[src/tlsrd_pkg.sv]
// tls record deframer package: per-stream parse context, result word and status codes
// no dependencies; used by tls_record_deframer_core
`default_nettype none

package tlsrd_pkg;

    localparam int unsigned HDR_LEN = 5;
    localparam int unsigned CNT_W   = 3;

    // header count value that marks the payload phase
    localparam logic [CNT_W-1:0] CNT_PAYLOAD  = CNT_W'(HDR_LEN);
    localparam logic [CNT_W-1:0] CNT_LAST_HDR = CNT_W'(HDR_LEN - 1);
    localparam logic [CNT_W-1:0] CNT_LEN_HI   = 3'd3;

    localparam logic [15:0] VER_TLS10 = 16'h0301;
    localparam logic [15:0] VER_TLS11 = 16'h0302;
    localparam logic [15:0] VER_TLS12 = 16'h0303;

    localparam logic [7:0] TYPE_MIN = 8'd20;
    localparam logic [7:0] TYPE_MAX = 8'd23;

    typedef enum logic [1:0] {
        ST_PAYLOAD     = 2'd0,
        ST_EMPTY       = 2'd1,
        ST_BAD_VERSION = 2'd2,
        ST_BAD_TYPE    = 2'd3
    } tlsrd_status_t;

    typedef struct packed {
        logic [CNT_W-1:0] hdr_cnt;
        logic [23:0]      hdr_bytes;  // type in 23:16, version in 15:0
        logic [15:0]      rem_len;
        logic             skip;
        logic             at_first;
    } tlsrd_ctx_t;

    typedef struct packed {
        tlsrd_status_t status;
        logic          last_byte;
        logic          first_byte;
        logic          explicit_iv;
        logic [15:0]   record_version;
        logic [7:0]    record_type;
        logic [7:0]    payload_byte;
        logic          stream_dir;
    } tlsrd_result_t;

    function automatic tlsrd_result_t make_result(
        input logic          dir,
        input logic [7:0]    byte_val,
        input logic [23:0]   hdr,
        input logic          first,
        input logic          last,
        input tlsrd_status_t status
    );
        tlsrd_result_t r;
        r.stream_dir     = dir;
        r.payload_byte   = byte_val;
        r.record_type    = hdr[23:16];
        r.record_version = hdr[15:0];
        r.explicit_iv    = (hdr[15:0] == VER_TLS12);
        r.first_byte     = first;
        r.last_byte      = last;
        r.status         = status;
        return r;
    endfunction

endpackage

`default_nettype wire

[src/tls_record_deframer_core.sv]
// tls record deframer top level: header gathering, checks and payload tagging
// depends on tlsrd_pkg
`default_nettype none

// Takes one byte a cycle of a TLS byte stream, tagged in s_tuser with its direction,
// and keeps a separate parse context for each direction. Each record's five header
// bytes (type, version, length) are gathered, the version (TLS 1.0 to 1.2) and type
// (20 to 23) are checked, and the payload bytes then leave one per word with the
// header fields, an explicit-IV flag and first/last marks. A bad header gives one
// error word and its payload is swallowed; a zero-length record with a good header gives
// one empty-record word. Header bytes and swallowed bytes give no output word. A byte
// passes through an input register and a result register, and one byte is taken every
// cycle while the output side keeps up; the per-direction context is read and written
// between the two registers. Bytes of a direction at or above NUM_STREAMS are dropped.
module tls_record_deframer_core #(
    parameter int unsigned NUM_STREAMS = 2
) (
    input  wire logic        aclk,
    input  wire logic        aresetn,
    // input stream
    input  wire logic        s_tvalid,
    output      logic        s_tready,
    input  wire logic [7:0]  s_tdata,   // [7:0] data_byte
    input  wire logic [0:0]  s_tuser,   // [0] direction
    // result stream
    output      logic        m_tvalid,
    input  wire logic        m_tready,
    // [7:0] payload_byte, [15:8] record_type, [31:16] record_version,
    // [32] explicit_iv, [33] first_byte, [39:34] zero
    output      logic [39:0] m_tdata,
    output      logic        m_tlast,   // last_byte
    output      logic [2:0]  m_tuser    // [0] stream_dir, [2:1] status
);
    import tlsrd_pkg::*;

    localparam int unsigned IDX_W = (NUM_STREAMS > 1) ? $clog2(NUM_STREAMS) : 1;

    tlsrd_ctx_t    ctx_reg  [NUM_STREAMS];
    tlsrd_ctx_t    ctx_next [NUM_STREAMS];

    logic          in_valid_reg;
    logic          in_dir_reg;
    logic [7:0]    in_byte_reg;

    logic          m_valid_reg;
    tlsrd_result_t m_res_reg;

    logic          out_free;
    logic          consume;
    logic          s_hs;
    logic          in_ok;
    logic [IDX_W-1:0] idx;

    tlsrd_ctx_t    cur;
    tlsrd_ctx_t    upd;
    tlsrd_result_t res;
    logic          res_vld;
    tlsrd_status_t hdr_status;
    logic          hdr_bad;
    logic          len_zero;
    logic          pay_last;

    assign out_free = !m_valid_reg || m_tready;
    assign consume  = in_valid_reg && out_free;
    assign s_tready = !in_valid_reg || out_free;
    assign s_hs     = s_tvalid && s_tready;

    assign in_ok = (32'(in_dir_reg) < NUM_STREAMS);
    assign idx   = IDX_W'(in_dir_reg);

    always_comb begin
        for (int i = 0; i < NUM_STREAMS; i++) begin
            ctx_next[i] = ctx_reg[i];
        end
        cur        = ctx_reg[idx];
        upd        = cur;
        res        = '0;
        res_vld    = 1'b0;
        hdr_status = ST_PAYLOAD;
        hdr_bad    = 1'b0;
        len_zero   = 1'b0;
        pay_last   = (cur.rem_len <= 16'd1);

        if (cur.hdr_cnt != CNT_PAYLOAD) begin
            // header phase: type and version bytes, then length high and low
            if (cur.hdr_cnt < CNT_LEN_HI) begin
                upd.hdr_bytes = {cur.hdr_bytes[15:0], in_byte_reg};
            end else begin
                upd.rem_len = {cur.rem_len[7:0], in_byte_reg};
            end
            len_zero = (upd.rem_len == 16'd0);

            // version is checked before type
            if (cur.hdr_bytes[15:0] != VER_TLS10 && cur.hdr_bytes[15:0] != VER_TLS11 &&
                cur.hdr_bytes[15:0] != VER_TLS12) begin
                hdr_status = ST_BAD_VERSION;
            end else if (cur.hdr_bytes[23:16] < TYPE_MIN ||
                         cur.hdr_bytes[23:16] > TYPE_MAX) begin
                hdr_status = ST_BAD_TYPE;
            end
            hdr_bad = (hdr_status != ST_PAYLOAD);

            if (cur.hdr_cnt != CNT_LAST_HDR) begin
                upd.hdr_cnt = cur.hdr_cnt + 3'd1;
            end else begin
                upd.at_first = 1'b1;
                upd.skip     = hdr_bad && !len_zero;
                upd.hdr_cnt  = len_zero ? '0 : CNT_PAYLOAD;
                if (hdr_bad) begin
                    res     = make_result(in_dir_reg, 8'd0, cur.hdr_bytes, 1'b1, 1'b1,
                                          hdr_status);
                    res_vld = 1'b1;
                end else if (len_zero) begin
                    res     = make_result(in_dir_reg, 8'd0, cur.hdr_bytes, 1'b1, 1'b1,
                                          ST_EMPTY);
                    res_vld = 1'b1;
                end
            end
        end else begin
            if (!cur.skip) begin
                res     = make_result(in_dir_reg, in_byte_reg, cur.hdr_bytes, cur.at_first,
                                      pay_last, ST_PAYLOAD);
                res_vld = 1'b1;
            end
            if (pay_last) begin
                upd.rem_len  = '0;
                upd.hdr_cnt  = '0;
                upd.skip     = 1'b0;
                upd.at_first = 1'b1;
            end else begin
                upd.rem_len  = cur.rem_len - 16'd1;
                upd.at_first = 1'b0;
            end
        end

        if (consume && in_ok) begin
            ctx_next[idx] = upd;
        end else begin
            res_vld = 1'b0;
        end
    end

    always_ff @(posedge aclk) begin
        if (!aresetn) begin
            in_valid_reg <= 1'b0;
            m_valid_reg  <= 1'b0;
            for (int i = 0; i < NUM_STREAMS; i++) begin
                ctx_reg[i] <= '{hdr_cnt: '0, hdr_bytes: '0, rem_len: '0,
                               skip: 1'b0, at_first: 1'b1};
            end
        end else begin
            for (int i = 0; i < NUM_STREAMS; i++) begin
                ctx_reg[i] <= ctx_next[i];
            end
            if (s_hs) begin
                in_valid_reg <= 1'b1;
            end else if (consume) begin
                in_valid_reg <= 1'b0;
            end
            if (consume) begin
                m_valid_reg <= res_vld;
            end else if (m_tready) begin
                m_valid_reg <= 1'b0;
            end
        end
    end

    // payload registers, no reset
    always_ff @(posedge aclk) begin
        if (s_hs) begin
            in_dir_reg  <= s_tuser[0];
            in_byte_reg <= s_tdata;
        end
        if (consume) begin
            m_res_reg <= res;
        end
    end

    assign m_tvalid = m_valid_reg;
    assign m_tlast  = m_res_reg.last_byte;
    assign m_tuser  = {m_res_reg.status, m_res_reg.stream_dir};
    assign m_tdata  = {6'd0, m_res_reg.first_byte, m_res_reg.explicit_iv,
                       m_res_reg.record_version, m_res_reg.record_type,
                       m_res_reg.payload_byte};

    // error and empty-record words stand alone in their record
    a_single_word_record: assert property (@(posedge aclk) disable iff (!aresetn)
        m_tvalid && m_res_reg.status != ST_PAYLOAD |->
            m_res_reg.first_byte && m_res_reg.last_byte && m_res_reg.payload_byte == 8'd0)
        else $error("non-payload word not a single-word record");

    // explicit iv flag follows the version it was taken from
    a_iv_matches_version: assert property (@(posedge aclk) disable iff (!aresetn)
        m_tvalid |-> m_res_reg.explicit_iv == (m_res_reg.record_version == VER_TLS12))
        else $error("explicit iv flag disagrees with version");

    // an empty result slot never holds back the input side
    a_no_stall_when_free: assert property (@(posedge aclk) disable iff (!aresetn)
        !m_valid_reg |-> s_tready)
        else $error("input stalled with free result register");

endmodule

`default_nettype wire
[config.mk]
export PLATFORM = sky130hd
export DESIGN_NAME = tls_record_deframer_core
export DESIGN_NICKNAME = d
export VERILOG_FILES = /design/src/tlsrd_pkg.sv /design/src/tls_record_deframer_core.sv
export SDC_FILE = /design/constraint.sdc
export NUM_CORES = 1
export LEC_CHECK = 0
export BUFFER_PORTS_ARGS = -buffer_cell sky130_fd_sc_hd__buf_4
export CORE_UTILIZATION = 50
export DETAILED_ROUTE_END_ITERATION = 16
export PLACE_DENSITY_LB_ADDON = 0.3
export SKIP_LAST_GASP = 1
export SLEW_MARGIN = 20
export SYNTH_ARGS = -nofsm -noshare
export SYNTH_HDL_FRONTEND = slang
export SYNTH_SLANG_ARGS = --single-unit
export TNS_END_PERCENT = 10
[constraint.sdc]
create_clock -name aclk -period 3.8 [get_ports aclk]
set_input_delay 0.19 -clock aclk [delete_from_list [all_inputs] [get_ports aclk]]
set_output_delay 0.19 -clock aclk [all_outputs]
set_load 0.1 [all_outputs]
# Word level (Yosys, flattened, before mapping)
# Memory sizes are Yosys's and may differ from the RTL's. A register that Yosys moved wholly into a read port is not among the register bits.
# Cells that the tools add are included.
# Widths: inputs -> output; s select.
# classes
n_addsub,2
reduce_logical,16
mux,39
order_cmp,6
n_bitwise,3
eq_ne,6
# op_table
operator,count
$mux 45,3
$mux 38,3
$bwmux 90,1
$mux 90,1
$mux 16,3
$mux 24,2
$ne 16x10->1 const B,3
$demux 45 s1,1
$mux 37,1
$mux 36,1
$mux 18,1
$eq 16x10->1 const B,1
$le 16x1->1 const B,1
$logic_not 16->1,1
$sub 16x1->16 const B,1
$mux 1,14
$mux 3,4
$gt 8x5->1 const B,1
$lt 8x5->1 const B,1
$mux 2,4
$logic_and 1x1->1,6
$ne 3x3->1 const B,2
$reduce_bool 2->1,3
$add 3x1->3 const B,1
7 further kinds,12
# word_totals
inputBits,13
register_bits,49
ramBits,90
n_memories,1
# memory_table
memory,depth,width,read_ports,rd_clocked_by_memory_dff,wr,line_no,source
ctx_reg,2,45,3,1,2,tls_record_deframer_core.sv:38,tlsrd_ctx_t ctx_reg [NUM_STREAMS];

# Logic depth before layout (Yosys ltp)
# Gate-level depths: netlist (run 1).
# depth
depth_word,12
mapped_depth,13

# Worst setup path after synthesis (run 1)
# OpenSTA, ideal clock, no wires.
# synth_path
kind,flip-flop to flip-flop
start,register (tool-made name)
end,memory ctx_reg[1][7] in the netlist's numbering
arrival_ns,3.032
path_stages_with_launch,14
path_buffers,6
setup_slack_ns,0.636
synth_period_minus_slack_ns,3.164
cell_sequence,dfxtp_1 buf_2 buf_2 buf_2 buf_2 buf_4 mux2i_1 ha_1 or2_2 o221a_2 a21oi_2 buf_2 a221oi_2 a21oi_1
# synth_lines
element,line_no
"end, declared",tls_record_deframer_core.sv:38

==> parameters.txt, run 1 <==
Parameter                              Value

Outcome
  Status    completed

Critical path
  Cell type group with the largest total delay on the critical path    compound AO/OA/AOI/OAI gates
  Slack of the worst reg-to-reg path    810 ps
  Slowest cell on crit path    sky130_fd_sc_hd__dfxtp_4
  Maximum fanout along the worst path    58
  Critical path depth    8
  Worst reg2reg endpoint    ctx_reg[1][9]
  Longest individual stage delay on the worst path    just over 800 ps
  Arrival time of the worst setup path    3260 ps
  Critical path buffer and inverter count    1
  Category of the most critical setup path    reg -> reg
  Element type at the critical path end    flip-flop
  Endpoint of the most critical setup path    ctx_reg[1][9]
  Critical-path cell list    mux2i_1 > ha_1 > or2_2 > o221a_2 > a21oi_2 > buf_4 > a221oi_1 > a21oi_1
  Kind of launch point of the worst setup path    flip-flop
  Crit path required time    4080 ps
  Number of cells on the worst reg-to-reg path    8

Route
  Length of the first detailed-routing pass in iterations    6
  Routed Wire Length    17300 µm
  Via density per instance    5.99
  Number of DRC markers in iteration 0    687
  Via count    just under 6000
  Number of routed nets with antenna violations    0
  DRC violation count after routing    0
  Wire length per cell after detailed routing    17.6 µm

Final layout
  Final std cells w/o fill    979
  Fraction of final layout cells with drive strength greater than 1    about 16%
  Area of the multi-input gates    3230 µm²
  Number of flip-flops in the largest register    90
  Filler Cells Inserted    between 1000 and 1500
  Register cell area after layout    about 3300 µm²
  N_diodes    0
  Final standard cell area without fillers    7950 µm²
  NumNets Final    just over 800
  Synth-to-layout area growth    17.8%

Global routing
  Total global routing track utilization    25.3%
  GR Overflow Total    0
  First-pass GRT wire length    about 28000 µm
  Vias in the first global route    5518
  Pin count of the biggest net entering global routing    a little over 60
  Initial antenna violation count    0

Clocking
  Clock H-tree levels    4
  # clock sinks    between 100 and 150
  Clock transition at the registers of the reported paths    60 ps
  Maximum root-to-sink buffer count    2
  Clock insertion delay at the later pin of the skew report    about 420 ps
  Master cell of the clock root buffer    sky130_fd_sc_hd__clkbuf_16
  Clock tree from TritonCTS    done
  Clock buffers created by TritonCTS    17
  Post-CTS setup-driven buffer insertion count    0

Synthesis
  Async S/R FF share, synth    0%
  Synth warnings    0
  Synthesized area    6750 µm²
  Netlist cell types    59
  Share of synthesized area occupied by flip-flops and latches    48.5%
  Number of standard cells after synthesis    743
  Synth Area per Inst    slightly above 9 µm²
  Number of synthesized flops with an enable pin    47
  Flip-flop cell with the highest count after synthesis    sky130_fd_sc_hd__dfxtp_1
  Register bit total from synthesis    140

Timing
  Setup skew after layout    7.08 ps
  Upper clock frequency limit    ~330 MHz
  # setup viols final    0
  Setup repair after global routing missed its margin    false
  Worst hold slack    24.0 ps
  Max-slew headroom at the worst pin    33.7%
  Final Hold Vio Count    0
  Final period utilization    78.6%
  Slew of the pin with the lowest slew margin    993 ps
  Accumulated negative setup slack    0 ps
  Final slew viol count    0
  Post-layout minimum cycle time    2990 ps

Place
  Area after detailed placement    7250 µm²
  Weighted congestion reported at the end of routability-driven placement    0.911
  Number of buffers inserted by port buffering    52
  Detailed Place HPWL    11200 µm
  Number of placed instances, taps included    938

Power and ir drop
  Pint    0.00286 W
  Overall power    0.00390 W
  Combinational group share of total power    between 10 and 15%
  Power spent charging and discharging nets    0.00104 W
  Net switching fraction of the power    a little over a quarter
  Ratio of total power to cell area    491 nW/µm²
  Relative contribution of sequential cells to total power    42.7%
  Leakage power summed over all cells    about 3 nW
  Worst voltage drop across the vdd grid    0.000342 V
  Part of the power in the clock network    43.9%

Floorplanning
  Num ports    59
  Full die area    14000 µm²
  Initial Utilization    51.2%
  Standard cell core area    13200 µm²
  Overall die width    118 µm
  Die Y-Extent    118 µm
  Row cnt    42

Min path
  Path category of the worst min-delay check    in -> reg
  Worst hold path cell count    3

Run
  Number of violations of the max-capacitance limit    0
==> cell type report <==
type | count | share of cell area [%]
multi-input cells | 548 | 40.6
flip-flops and latches | 140 | 41.2
repair buffers | 75 | 7.37
well taps | 176 | 2.77
inverters | 8 | 0.378
clock inverters | 12 | 2.14
clock buffers | 20 | 5.49
==> worst min-delay path by stage <==
stage	startpoint	endpoint	slack, ps
3_3_place_gp	s_tdata[4]	in_byte_reg[4]	370
3_5_place_dp	s_tdata[7]	in_byte_reg[7]	370
6_report	s_tvalid	in_valid_reg	20
2_1_floorplan	s_tuser	idx	290
4_1_cts	s_tvalid	in_valid_reg	3
5_1_grt	s_tvalid	in_valid_reg	20
==> timing repair <==
item	in CTS	in global routing
hold buffers	9	0
resized for setup	0	0
hold endpoints to repair	9	0
==> placed cells by master (no fill, tap or decap), types with 8 or more instances in the layout <==
master / synthesis / routed
sky130_fd_sc_hd__nor4_1: 8 / 8
sky130_fd_sc_hd__clkbuf_16: 0 / 17
sky130_fd_sc_hd__nand3_1: 12 / 12
sky130_fd_sc_hd__o22ai_1: 12 / 12
sky130_fd_sc_hd__o21ai_0: 45 / 45
sky130_fd_sc_hd__dlygate4sd3_1: 0 / 9
sky130_fd_sc_hd__mux2i_1: 58 / 58
sky130_fd_sc_hd__buf_4: 9 / 66
sky130_fd_sc_hd__edfxtp_1: 47 / 47
sky130_fd_sc_hd__nand2_1: 127 / 127
sky130_fd_sc_hd__nor3_1: 10 / 10
sky130_fd_sc_hd__dfxtp_1: 93 / 92
sky130_fd_sc_hd__and2_1: 10 / 10
sky130_fd_sc_hd__nor2_1: 45 / 44
sky130_fd_sc_hd__a21oi_1: 109 / 108
sky130_fd_sc_hd__nor2_2: 10 / 10
==> Yosys cell counts, types with 2 or more instances <==
library cell	number	share of area, %
sky130_fd_sc_hd__nand2_1	127	7.1
sky130_fd_sc_hd__a21oi_1	109	8.1
sky130_fd_sc_hd__dfxtp_1	93	28
sky130_fd_sc_hd__mux2i_1	58	8.6
sky130_fd_sc_hd__edfxtp_1	47	21
sky130_fd_sc_hd__nor2_1	45	2.5
sky130_fd_sc_hd__o21ai_0	45	3.3
sky130_fd_sc_hd__clkbuf_1	30	1.7
sky130_fd_sc_hd__nand3_1	12	0.89
sky130_fd_sc_hd__o22ai_1	12	1.1
sky130_fd_sc_hd__and2_1	10	0.93
sky130_fd_sc_hd__nor2_2	10	0.93
sky130_fd_sc_hd__nor3_1	10	0.74
sky130_fd_sc_hd__buf_4	9	1.0
sky130_fd_sc_hd__nor4_1	8	0.74
sky130_fd_sc_hd__buf_2	7	0.52
sky130_fd_sc_hd__inv_1	7	0.39
sky130_fd_sc_hd__mux2_2	6	1.0
sky130_fd_sc_hd__nor4b_1	6	0.78
sky130_fd_sc_hd__a221oi_1	5	0.65
sky130_fd_sc_hd__and3_1	5	0.46
sky130_fd_sc_hd__ha_1	5	0.93
sky130_fd_sc_hd__nor3b_1	5	0.56
sky130_fd_sc_hd__xnor2_1	5	0.65
sky130_fd_sc_hd__xor2_1	5	0.65
sky130_fd_sc_hd__a211oi_1	4	0.44
sky130_fd_sc_hd__buf_1	4	0.22
sky130_fd_sc_hd__o41ai_1	4	0.52
sky130_fd_sc_hd__or2_2	4	0.37
sky130_fd_sc_hd__nor2b_1	3	0.28
sky130_fd_sc_hd__o31ai_1	3	0.33
sky130_fd_sc_hd__a21o_1	2	0.22
sky130_fd_sc_hd__a21oi_2	2	0.26
sky130_fd_sc_hd__a221oi_2	2	0.44
sky130_fd_sc_hd__a22oi_1	2	0.22
sky130_fd_sc_hd__a31oi_1	2	0.19
sky130_fd_sc_hd__buf_6	2	0.33
sky130_fd_sc_hd__nand2b_1	2	0.19
sky130_fd_sc_hd__nand4b_1	2	0.26
sky130_fd_sc_hd__o21a_1	2	0.22
sky130_fd_sc_hd__or3_1	2	0.19
sky130_fd_sc_hd__or4_1	2	0.22
sky130_fd_sc_hd__or4b_1	2	0.30
==> power groups by stage <==
stage                     Combinational [W]  Sequential (W)  Clock (W)
after floorplan                    0.000341         0.00174          0
after global placement             0.000493         0.00169          0
after detailed placement           0.000505         0.00169          0
after CTS                          0.000516         0.00166    0.00172
after global routing               0.000562         0.00167    0.00179
final                              0.000523         0.00166    0.00171
==> stage by stage <==
stage,worst slack (ps),util [%]
floorplan,636,-
global placement,942,54.9
CTS,837,60.2
detailed placement,834,54.9
global route,551,60.3
finish,814,60.3
==> logic make-up after synthesis <==
kind of cell | after synthesis | share of synthesized area (%)
adder cells (fa/ha/maj) | 5 | 0.927
AND/OR/NAND/NOR | 258 | 17.9
XOR/XNOR | 10 | 1.30
other | 1 | 0.0556
buffers and inverters | 60 | 4.19
multiplexers | 64 | 9.60
flip-flops | 140 | 48.5
AO/OA/AOI/OAI | 205 | 17.5
==> worst reg2reg max path, cell delays in order, from the launching register on <==
cell	delay, ps
sky130_fd_sc_hd__dfxtp_4	820
sky130_fd_sc_hd__mux2i_1	480
sky130_fd_sc_hd__ha_1	340
sky130_fd_sc_hd__or2_2	140
sky130_fd_sc_hd__o221a_2	220
sky130_fd_sc_hd__a21oi_2	70
sky130_fd_sc_hd__buf_4	210
sky130_fd_sc_hd__a221oi_1	430
sky130_fd_sc_hd__a21oi_1	130
==> metal layers <==
metal	up-vias	global-route usage [%]	part of all wire, %	wire length (µm)
li1	2753	-	-	-
met1	2810	32.1	43	7370
met2	251	41.3	48	8320
met3	50	4.78	6.1	1060
met4	0	12.8	2.9	509
met5	-	0	0	0
Power figures use the tool's default switching activity.
==> run 2, diff against run 1 <==
Clock period 3.8 ns to 2.5 ns, I/O delays scaled along.
==> run 2 against run 1 <==
Sequential power grew 51%. Via count grew 1.0%. Count of clock-buffer cells in the layout shrank 1. Global-route usage grew 0.73 points. Register-to-register slack lost 770 ps. Cell area grew 4.9%. First-iteration DRC count shrank 41%. Sequential cell count is the same. Critical path type unchanged.
==> parameters.txt, run 2 (synthesis gave the netlist of run 1 again) <==
Parameter                              Value

Critical path
  Worst reg2reg endpoint    m_tdata[32]
  Element type at the critical path end    flip-flop
  Category of the most critical setup path    reg -> reg
  Slack of the worst reg-to-reg path    40 ps (-770 ps)
  Number of cells on the worst reg-to-reg path    6 (-2)
  Crit path required time    2720 ps (-1360 ps)
  Arrival time of the worst setup path    2680 ps (-580 ps)
  Kind of launch point of the worst setup path    flip-flop
  Maximum fanout along the worst path    12 (-79%)

Floorplanning
  Num ports    59 (unchanged)
  Full die area    14000 µm² (unchanged)
  Die Y-Extent    118 µm (unchanged)
  Overall die width    118 µm (unchanged)
  Row cnt    42 (unchanged)
  Standard cell core area    13200 µm² (unchanged)
  Initial Utilization    51.2% (unchanged)

Final layout
  Most frequent cells in the layout    sky130_fd_sc_hd__nand2_1 (126), sky130_fd_sc_hd__a21oi_1 (108), sky130_fd_sc_hd__buf_4 (94)
  Synth-to-layout area growth    23.6%
  N_diodes    0 (unchanged)
  Final core utilization    63.2% (+3.0 points)
  NumNets Final    842 (+4.2%)
  Filler Cells Inserted    1031 (-7.8%)
  Most common cell after layout, fill and taps aside    sky130_fd_sc_hd__nand2_1
  Number of flip-flops in the largest register    90 (unchanged)
  Fraction of final layout cells with drive strength greater than 1    21.4% (+5.6 points)

Run
  Number of violations of the max-capacitance limit    0 (unchanged)

Timing
  # setup viols final    0 (unchanged)
  Final slew viol count    0 (unchanged)
  Accumulated negative setup slack    0 ps (unchanged)
  Final period utilization    98.4% (+20 points)
  Final Hold Vio Count    0 (unchanged)
  Upper clock frequency limit    406 MHz (+21%)
  Post-layout minimum cycle time    2460 ps (-525 ps)
  Max-slew headroom at the worst pin    35.5% (+1.8 points)
  Setup repair after global routing missed its margin    true
  Setup skew after layout    11.6 ps (+4.54 ps)
  Slew of the pin with the lowest slew margin    966 ps (-27.0 ps)

Route
  Number of DRC markers in iteration 0    408 (-41%)
  Via count    5925 (+1.0%)
  Routed Wire Length    18000 µm (+4.3%)
  DRC violation count after routing    0 (unchanged)
  Number of routed nets with antenna violations    0 (unchanged)
  Wire length per cell after detailed routing    17.8 µm (+0.79%)
  Via density per instance    5.85 (-2.4%)
  Length of the first detailed-routing pass in iterations    5 (-1)

Min path
  Path category of the worst min-delay check    in -> reg
  Worst hold path endpoint    in_valid_reg
  Worst hold path cell count    4 (+1)
  Start point of the worst min-delay path    m_tready

Global routing
  First-pass GRT wire length    28600 µm (+2.7%)
  GR Overflow Total    0 (unchanged)
  Total global routing track utilization    26.1% (+0.73 points)
  Initial antenna violation count    0 (unchanged)
  Vias in the first global route    5774 (+4.6%)
  Pin count of the biggest net entering global routing    56 (-9.7%)

Power and ir drop
  Leakage power summed over all cells    3.19 nW (+5.8%)
  Overall power    0.00574 W (+47%)
  Ratio of total power to cell area    688 nW/µm² (+40%)
  Worst voltage drop across the vdd grid    0.000579 V (+69%)

Clocking
  Clock H-tree levels    4 (unchanged)
  Clock transition at the registers of the reported paths    60 ps (about the same)
  Clock buffers created by TritonCTS    17 (unchanged)
  Clock insertion delay at the later pin of the skew report    430 ps (about the same)
  # clock sinks    140 (unchanged)
  Maximum root-to-sink buffer count    2 (unchanged)
  Master cell of the clock root buffer    sky130_fd_sc_hd__clkbuf_16
  Clock tree from TritonCTS    done

Place
  Weighted congestion reported at the end of routability-driven placement    0.920 (+0.93%)
  Number of buffers inserted by port buffering    52 (unchanged)
  Detailed Place HPWL    12000 µm (+6.6%)

Outcome
  Status    completed
run 2: per-stage QoR:
step / setup WS [ps] / hold slack, ps / cells / instance area, µm²
detailed placement: 28.6 / 304 / 969 / 7640
global placement: 110 / 304 / 969 / 7640
finish: 39.8 / 43.9 / 1013 / 8340
floorplan: 12.2 / 224 / 748 / 6940
global route: -92.0 / 47.0 / 1013 / 8340
CTS: 10.3 / 29.2 / 1011 / 8280
run 2: repair_timing:
item                                    CTS  global route
resized for setup                         0             6
endpoints found under the hold margin    11             0
endpoints found under the setup margin    0            58
hold buffers                             10             0
setup buffers                             0             2
run 2: per-layer routing:
| metal | up-vias | track usage [%] | wire length [µm] | share of wire (%) |
|---|---|---|---|---|
| met3 | 51 | 5.02 | 961 | 5.3 |
| met2 | 231 | 42.8 | 8860 | 49 |
| li1 | 2826 | - | - | - |
| met1 | 2817 | 32.0 | 7530 | 42 |
| met5 | - | 0 | 0 | 0 |
| met4 | 0 | 15.0 | 645 | 3.6 |
run 2: final cells by class:
class	count	area, µm²	area share, %
Sequential cell	140	3280	39.3
Clock inverter	13	92.6	1.11
Inverter	8	30.0	0.360
Timing Repair Buffer	109	900	10.8
Tap cell	176	220	2.64
Clock buffer	19	443	5.31
Multi-Input combinational cell	548	3380	40.5
run 2: critical path: stages, from the launching register on:
cell	delay, ps
sky130_fd_sc_hd__dfxtp_4	440
sky130_fd_sc_hd__or4b_1	440
sky130_fd_sc_hd__a222oi_1	480
sky130_fd_sc_hd__and4_1	300
sky130_fd_sc_hd__nand4bb_2	160
sky130_fd_sc_hd__a21oi_4	90
sky130_fd_sc_hd__nor3_1	320
run 2: worst max path at each step:
stage                   start             end  slack [ps]  cells after the start
finish              flip-flop     m_tdata[32]          40                      6
global route        flip-flop     m_tdata[32]         -90                      7
CTS                 flip-flop  ctx_reg[0][15]          10                      9
detailed placement  flip-flop   ctx_reg[0][4]          30                      6
global placement    flip-flop   ctx_reg[1][5]         110                      6
floorplan           flip-flop   ctx_reg[1][7]          10                     13
run 2: where the power goes:
| group | internal, W | leakage (nW) | switching [W] |
|---|---|---|---|
| clock network | 0.00129 | 0.254 | 0.00101 |
| registers | 0.00243 | 1.22 | 0.0000851 |
| logic | 0.000328 | 1.72 | 0.000600 |
| total | 0.00405 | 3.19 | 0.00169 |
